## config.mk

```make
export PLATFORM = sky130hd
export DESIGN_NAME = trb_cordic_cell
export DESIGN_NICKNAME = d
export VERILOG_FILES = /design/src/hdl/trb_pkg.sv /design/src/hdl/trb_cordic_cell.sv
export SDC_FILE = /design/constraint.sdc
export NUM_CORES = 1
export LEC_CHECK = 0
export BUFFER_PORTS_ARGS = -buffer_cell sky130_fd_sc_hd__buf_4
export CAP_MARGIN = 40
export CORE_AREA = 4 4 332 334
export DETAILED_ROUTE_END_ITERATION = 10
export DIE_AREA = 0 0 336 338
export PLACE_DENSITY_LB_ADDON = 0.2
export SLEW_MARGIN = 30
export SYNTH_ARGS = -nofsm -noshare
export SYNTH_HDL_FRONTEND = slang
export SYNTH_SLANG_ARGS = --single-unit
export TNS_END_PERCENT = 50
```

## constraint.sdc

```tcl
create_clock -name clk -period 1 [get_ports clk]
set_input_delay 0.15 -clock clk [delete_from_list [all_inputs] [get_ports clk]]
set_output_delay 0.15 -clock clk [all_outputs]
set_load 0.01 [all_outputs]
```

## src/hdl/trb_pkg.sv

```systemverilog
`timescale 1ns / 1ps
// ----------------------------------------------------------------------------
// trb_pkg
// Shared widths, field offsets, CORDIC arctangent table and stage payload
// types of the transformed rectangle bounds engine.
// ----------------------------------------------------------------------------
package trb_pkg;

	localparam int CORDIC_STEPS = 16;
	localparam int COORD_BITS   = 24;

	localparam int TAB_W  = 5;
	localparam int XW     = 34;
	localparam int ZW     = 34;
	localparam int CW     = 24;
	localparam int DW     = COORD_BITS + 2;
	localparam int SW     = DW + 8;
	localparam int PW     = CW + SW;
	localparam int OW     = COORD_BITS + 16;
	localparam int FW     = COORD_BITS + 1;

	localparam logic signed [XW-1:0] CORDIC_GAIN = XW'(652032874);

	localparam int RX_LO = 0;
	localparam int RY_LO = RX_LO + COORD_BITS;
	localparam int RW_LO = RY_LO + COORD_BITS;
	localparam int RH_LO = RW_LO + COORD_BITS - 1;
	localparam int PX_LO = RH_LO + COORD_BITS - 1;
	localparam int PY_LO = PX_LO + COORD_BITS;
	localparam int AN_LO = PY_LO + COORD_BITS;
	localparam int KX_LO = AN_LO + 16;
	localparam int KY_LO = KX_LO + 16;
	localparam int TX_LO = KY_LO + 16;
	localparam int TY_LO = TX_LO + COORD_BITS;
	localparam int IN_BITS  = TY_LO + COORD_BITS;
	localparam int IN_W     = ((IN_BITS + 7) / 8) * 8;
	localparam int OUT_BITS = 4 * COORD_BITS;
	localparam int OUT_W    = ((OUT_BITS + 7) / 8) * 8;

	localparam int LAT = CORDIC_STEPS + 6;

	typedef struct packed {
		logic signed [3:0][SW-1:0] sx;
		logic signed [3:0][SW-1:0] sy;
		logic signed [FW-1:0]      offx;
		logic signed [FW-1:0]      offy;
		logic        [1:0]         q;
	} geo_t;

	function automatic logic [31:0] atan_units(input logic [TAB_W-1:0] i);
		logic [31:0] v;
		case (i)
			5'd0:    v = 32'd536870912;
			5'd1:    v = 32'd316933406;
			5'd2:    v = 32'd167458907;
			5'd3:    v = 32'd85004756;
			5'd4:    v = 32'd42667331;
			5'd5:    v = 32'd21354465;
			5'd6:    v = 32'd10680862;
			5'd7:    v = 32'd5340245;
			5'd8:    v = 32'd2670163;
			5'd9:    v = 32'd1335087;
			5'd10:   v = 32'd667544;
			5'd11:   v = 32'd333772;
			5'd12:   v = 32'd166886;
			5'd13:   v = 32'd83443;
			5'd14:   v = 32'd41722;
			5'd15:   v = 32'd20861;
			5'd16:   v = 32'd10430;
			5'd17:   v = 32'd5215;
			5'd18:   v = 32'd2608;
			5'd19:   v = 32'd1304;
			5'd20:   v = 32'd652;
			5'd21:   v = 32'd326;
			5'd22:   v = 32'd163;
			5'd23:   v = 32'd81;
			default: v = 32'd0;
		endcase
		return v;
	endfunction

endpackage

```

## src/hdl/trb_cordic_cell.sv

```systemverilog
`timescale 1ns / 1ps
// ----------------------------------------------------------------------------
// trb_cordic_cell
// One registered CORDIC rotation step; carries the request payload along.
// ----------------------------------------------------------------------------
module trb_cordic_cell (
	input  logic                              clk,
	input  logic                              arst_n,
	input  logic                              en,
	input  logic [trb_pkg::TAB_W-1:0]         shamt,
	input  logic                              vld_in,
	input  logic signed [trb_pkg::XW-1:0]     x_in,
	input  logic signed [trb_pkg::XW-1:0]     y_in,
	input  logic signed [trb_pkg::ZW-1:0]     z_in,
	input  trb_pkg::geo_t                     geo_in,
	output logic                              vld_q,
	output logic signed [trb_pkg::XW-1:0]     x_q,
	output logic signed [trb_pkg::XW-1:0]     y_q,
	output logic signed [trb_pkg::ZW-1:0]     z_q,
	output trb_pkg::geo_t                     geo_q
);

	logic signed [trb_pkg::XW-1:0] xs, ys;
	logic signed [trb_pkg::ZW-1:0] at;

	always_comb begin
		xs = x_in >>> shamt;
		ys = y_in >>> shamt;
		at = signed'({2'b00, trb_pkg::atan_units(shamt)});
	end

	always_ff @(posedge clk or negedge arst_n) begin
		if (!arst_n) begin
			vld_q <= 1'b0;
		end else if (en) begin
			vld_q <= vld_in;
		end
	end

	always_ff @(posedge clk) begin
		if (en) begin
			geo_q <= geo_in;
			if (!z_in[trb_pkg::ZW-1]) begin
				x_q <= x_in - ys;
				y_q <= y_in + xs;
				z_q <= z_in - at;
			end else begin
				x_q <= x_in + ys;
				y_q <= y_in - xs;
				z_q <= z_in + at;
			end
		end
	end

endmodule

```

Yosys cells after proc, flatten, opt, wreduce, memory -nomap -nowiden:

Memories as Yosys holds them, arrays and structs flattened.
Index checks and enable logic that the tools add are counted.

* add/sub/neg operators: 6
* muxes and demuxes: 3
* shifts and indexed selects: 2

Operators by type and width (count)
* $mux W34: 3
* $add A34 B34 Y34: 2
* $sshr A34 B5 Y34: 2
* $sub A34 B34 Y34: 2
* $add A34 B33 Y34: 1
* $sub A34 B33 Y34: 1

* bits of input ports: 435
* bits in read-only memories: 960
* memories: 1
* output and inout bits: 427
* bits in registers: 427

Memory list
* (name not given): depth 32, bits a word 30, rd ports 1, clocked after Yosys merged registers in 0, write ports 0, RTL line trb_pkg.sv:52 `case (i)`

Logic depth before layout (Yosys ltp):

* depth in word-level cells: 3
* gate-level depth with buffers: 29

Least setup slack after synthesis:

No wires, ideal clock.

* path kind: input -> register
* start point: in shamt[1] (netlist name)
* end point: reg z_q[32] (netlist name), data pin
* stages: 26
* data required time: 0.742 ns
* arrival time: 5.449 ns
* slack: -4.707 ns
* path through: clkinv_1 -> buf_2 -> buf_2 -> buf_1 -> ha_1 -> clkbuf_1 -> nor3_1 -> a211o_1 -> a21boi_0 -> nor3b_1 -> nand2_1 -> and3b_1 -> nand3_1 -> nand2_1 -> xor2_1 -> ha_1 -> a211oi_1 -> nor2_1 -> o41a_1 -> a31oi_1 -> a21oi_1 -> o221a_2 -> o31ai_1 -> o21bai_1 -> a21oi_1 -> xnor2_1

* cells in the longest elaborated chain, start to end: 3
* elaborated cells on any way between the ends: 4
* those cells by class: add/sub (2); mux (1); memory (1)

RTL lines
* from (decl): RTL line trb_cordic_cell.sv:10 `input logic [trb_pkg::TAB_W-1:0] shamt,`
* $mem_v2 Z32 W30 (*)
* $sub A34 B33 Y34 or $add A34 B33 Y34 (tied branches): RTL line trb_cordic_cell.sv:46, trb_cordic_cell.sv:50
* $mux W34 (*): RTL line trb_cordic_cell.sv:43 `if (!z_in[trb_pkg::ZW-1]) begin`
* to (signal assigned): RTL line trb_cordic_cell.sv:46 `z_q <= z_in - at;`
* to (signal assigned): RTL line trb_cordic_cell.sv:50 `z_q <= z_in + at;`
* to (decl): RTL line trb_cordic_cell.sv:19 `output logic signed [trb_pkg::ZW-1:0] z_q,`

Mark *: on every way between the ends. The rest lies on a longest branch, timed or not.
A chain may end at the register's enable or synchronous reset.

Worst setup path after layout:

* start point: in shamt[0] (netlist name)
* end point: reg y_q[32] (netlist name), data pin

* cells in the longest elaborated chain, start to end: 3
* elaborated cells on any way between the ends: 4
* those cells by class: add/sub (2); shift (1); mux (1)

RTL lines
* $sshr A34 B5 Y34 (*): RTL line trb_cordic_cell.sv:27 `xs = x_in >>> shamt;`
* $add A34 B34 Y34 or $sub A34 B34 Y34 (tied branches): RTL line trb_cordic_cell.sv:45, trb_cordic_cell.sv:49
* $mux W34 (*): RTL line trb_cordic_cell.sv:43
* to (signal assigned): RTL line trb_cordic_cell.sv:45 `y_q <= y_in + xs;`
* to (signal assigned): RTL line trb_cordic_cell.sv:49 `y_q <= y_in - xs;`
* to (decl): RTL line trb_cordic_cell.sv:18 `output logic signed [trb_pkg::XW-1:0] y_q,`

Marks and branches as above.

==> metrics.md <==
| Metric | Value |
|---|---|
| Met2 Use GR | 45.9% |
| Worst setup path startpoint | shamt[0] |
| Gate Count Post-Synth | 2037 |
| Design Area, Final | about 50000 um^2 |
| Final setup viols | between 700 and 800 |
| Share of layout cells above drive strength 1 | between 50% and 60% |
| Unrepaired setup endpoints after global routing | true |
| Drt wl/cell | 27.7 um |
| Fillers | 9826 |
| Worst reg-to-reg path cell count | 1 |
| Pin count of the biggest net entering global routing | 38 |
| Synth cell types | slightly below 90 |
| Final worst path period share | 466% |
| Top Family by Delay on Critical Path | compound AO/OA/AOI/OAI gates |
| Root Driver | clkbuf_16 |
| Yosys top cell by area | edfxtp_1 |
| Yosys top cell area share | 50.3% |
| Top FF cell, synth | edfxtp_1 |
| Routability cong. | about 0.91 |
| Post-DP HPWL | 126000 um |
| Total clock sinks | 427 |
| Syn avg cell area | 12.5 um^2 |
| Post-DP Area | a little over 40000 um^2 |
| Count of final max-slew check failures | 0 |
| Worst Slack Setup Final | -3660 ps |
| Min cycle time layout | 4660 ps |
| Met1 Resource Use GR | 32.3% |
| Initial core utilization | about a quarter |
| Port buffer count | 861 |
| I/O pins | approximately 860 |
| Die height | between 300 and 400 um |
| CTS tree | yes |
| Setup Crit Path Kind | input pin to flop |
| CTS buffer count | slightly above 50 |
| Nets | 4725 |
| H-tree depth | 2 |
| Core Area | around 110000 um^2 |
| Vias post-DR | 27.1k |
| Net Count, Synth | 2585 |
| Post-CTS Hold Buffers | 329 |
| Final Hold Slack | -180 ps |
| Class of the worst hold path | input pin to flop |
| Status | finished, violations left |
| GRT Total Usage | 26.3% |
| Total wire length | between 150000 and 200000 um |
| Register area share after synthesis | between 50% and 60% |
| Largest stage delay on the critical path | ~500 ps |
| Final hold violation count | 2 |
| Synthesized area | 25400 um^2 |
| GR Util met3 | under 10% |
| Die area | 114000 um^2 |
| Ys async rst share | less than 1% |
| First-pass GRT wire length | roughly 210000 um |
| Total chip power | around 77 mW |
| Slew @ Worst Pin | 827 ps |
| Clock latency on the worst-skew pair | 660 ps |
| Area Overhead vs Synth | 95.9% |
| Number of synthesized flops with an enable pin | between 400 and 500 |
| WP data arrival | 5050 ps |
| Synth top area cells | edfxtp_1, mux4_2, ha_1 |
| Max Clock Freq | 215 MHz |
| Total global routing overflow | 0 |
| Flops & latches, synth | roughly 430 |
| Post-DRT Antenna Nets | 0 |
| Terminus of the critical flop-to-flop path | vld_q$_DFFE_PN0P_ |
| Peak VDD IR | 0.00151 V |
| Crit path to | y_q[32]$_DFFE_PP_ |
| Buf/Inv on CP | 4 |
| Max clock buf depth | 3 |
| FP Rows | 120 |
| CP startpoint kind | input pin |
| Worst reg-to-reg setup slack | 220 ps |
| Worst EP required | 1390 ps |
| Die X | 336 um |
| Power density over the cells | 1540 nW/um^2 |
| Max cap viols | 0 |
| Crit-path cells | buf_16 > buf_12 > mux4_2 > a221o_1 > a222oi_1 > buf_4 > nand3_4 > or3b_4 > o41a_1 > xnor2_2 > ha_1 > buf_6 > nand2_4 > o21ai_4 > nor3_2 > a211oi_2 > a31oi_2 > o22ai_2 > a2111oi_4 > o21bai_1 > a21oi_1 > xnor2_1 |
| First-iteration detailed-routing DRC count | 1683 |
| Critical Path Stages | 22 |
| Clk_skew | 0 ps |
| DR vias/cell | 4.80 |
| Violated checks | negative hold slack, negative setup slack |
| Worst-path fanout max | 8 |
| Rel. slew slack | 44.7% |
| Critical R2R Launch | vld_q$_DFFE_PN0P_ |
| Clock slew at reported path FFs | roughly 60 ps |
| Synth warnings | 0 |
| Residual DRC count | 0 |
| Slowest CP cell | mux4_2 |
| Initial antenna violation count | 27 |
| Drt first pass iters | 5 |
| Grt peak-use layer | met2 |
| CP Capture Type | flop |
| Vias in the first global route | about 28k |
| Lkg Pwr | around 21 nW |
[stage by stage]
stage / utilization [%] / worst slack, ps / setup TNS, ps / cells
2_1_floorplan: - / -4120 / -310440 / 2037
4_1_cts: 45.5 / -3450 / -432570 / 5584
5_1_grt: 46.5 / -3770 / -457330 / 5635
6_report: 46.6 / -3660 / -425880 / 5648
3_5_place_dp: 38.0 / -4450 / -387600 / 5063
3_3_place_gp: 38.0 / -4460 / -386730 / 5063
[flip-flops by register name, summed over array words and instances, names as in the netlist]
name,flops
x_q,34
vld_q,1
y_q,34
z_q,34
geo_q,324
[cell type report]
type	instances	area, um^2	area share, %
Timing Repair Buffer	2190	18800	37.8
Multi-Input combinational cell	1460	14400	28.9
Sequential cell	427	12800	25.7
Tap cell	1403	1760	3.53
Clock buffer	56	1320	2.64
Clock inverter	39	442	0.887
Inverter	47	205	0.412
Antenna cell	26	65.1	0.131
[per-layer routing]
| metal | up-vias | part of all wire, % | routed length [um] |
|---|---|---|---|
| met2 | 1084 | 49 | 77000 |
| met5 | - | 0.044 | 69 |
| met1 | 13536 | 40 | 61800 |
| li1 | 12257 | - | - |
| met3 | 239 | 6.7 | 10500 |
| met4 | 10 | 4.4 | 6840 |
[power by group]
| group | switching [mW] | internal (mW) | total [mW] |
|---|---|---|---|
| combinational | 15.3 | 17.5 | 32.9 |
| sequential | 1.10 | 22.7 | 23.8 |
| clock | 8.44 | 11.6 | 20.0 |
[kinds of logic after synthesis]
family / after synthesis / synth area share [%]
multiplexers: 204 / 13.4
buffers and inverters: 150 / 2.65
AND/OR/NAND/NOR: 461 / 8.60
XOR/XNOR: 176 / 6.07
AO/OA/AOI/OAI: 506 / 13.2
adder cells (fa/ha/maj): 113 / 5.65
flip-flops: 427 / 50.4
[how the worst min path moves through the flow]
stage / start / endpoint / depth (start not counted)
after floorplan: arst_n / vld_q$_DFFE_PN0P_ / 0
after global placement: arst_n / vld_q$_DFFE_PN0P_ / 1
after detailed placement: arst_n / vld_q$_DFFE_PN0P_ / 1
after CTS: z_in[0] / z_q[0]$_DFFE_PP_ / 2
after global routing: z_in[0] / z_q[0]$_DFFE_PP_ / 2
final: z_in[0] / z_q[0]$_DFFE_PP_ / 2
[cell usage after synthesis (20+ instances only)]
| library cell | number |
|---|---|
| a31oi_1 | 30 |
| mux2i_1 | 65 |
| nand2_1 | 138 |
| buf_2 | 20 |
| ha_1 | 110 |
| xnor2_1 | 116 |
| a211oi_1 | 22 |
| mux4_2 | 106 |
| xor2_1 | 60 |
| nand3_1 | 34 |
| a21oi_1 | 147 |
| edfxtp_1 | 426 |
| a21o_1 | 36 |
| o21ai_0 | 80 |
| nor2_1 | 152 |
| mux2_2 | 31 |
| buf_1 | 23 |
| clkbuf_1 | 46 |
| inv_1 | 42 |
[cells in the final DEF, fill, tap and decap left out, types with 12 or more instances in the layout]
cell	count
clkbuf_16	52
o21a_1	18
o21ai_2	20
o21ai_0	41
nor2_1	117
nand2_1	127
nor2_4	14
diode_2	26
ha_1	76
inv_1	25
nand2b_1	17
nor2b_1	12
xnor2_1	94
a21oi_1	79
mux2_2	23
mux4_2	106
ha_4	29
inv_2	14
o21ai_1	16
edfxtp_1	426
dlygate4sd3_1	329
a21o_1	36
o211ai_1	16
buf_12	38
buf_4	1569
buf_6	240
nor2_2	23
xor2_2	12
a21oi_2	61
a211oi_2	16
a31oi_1	17
xor2_1	46
mux2i_1	53
xnor2_2	21
clkinv_1	13
nand3_1	24
[what timing repair did]
action,in CTS,in global routing
resized for setup,516,147
pin swaps,169,152
cloned,3,0
hold endpoints to repair,353,2
setup buffers,105,44
setup endpoints to repair,529,710
No activity file was read; power rests on OpenSTA's default activity.
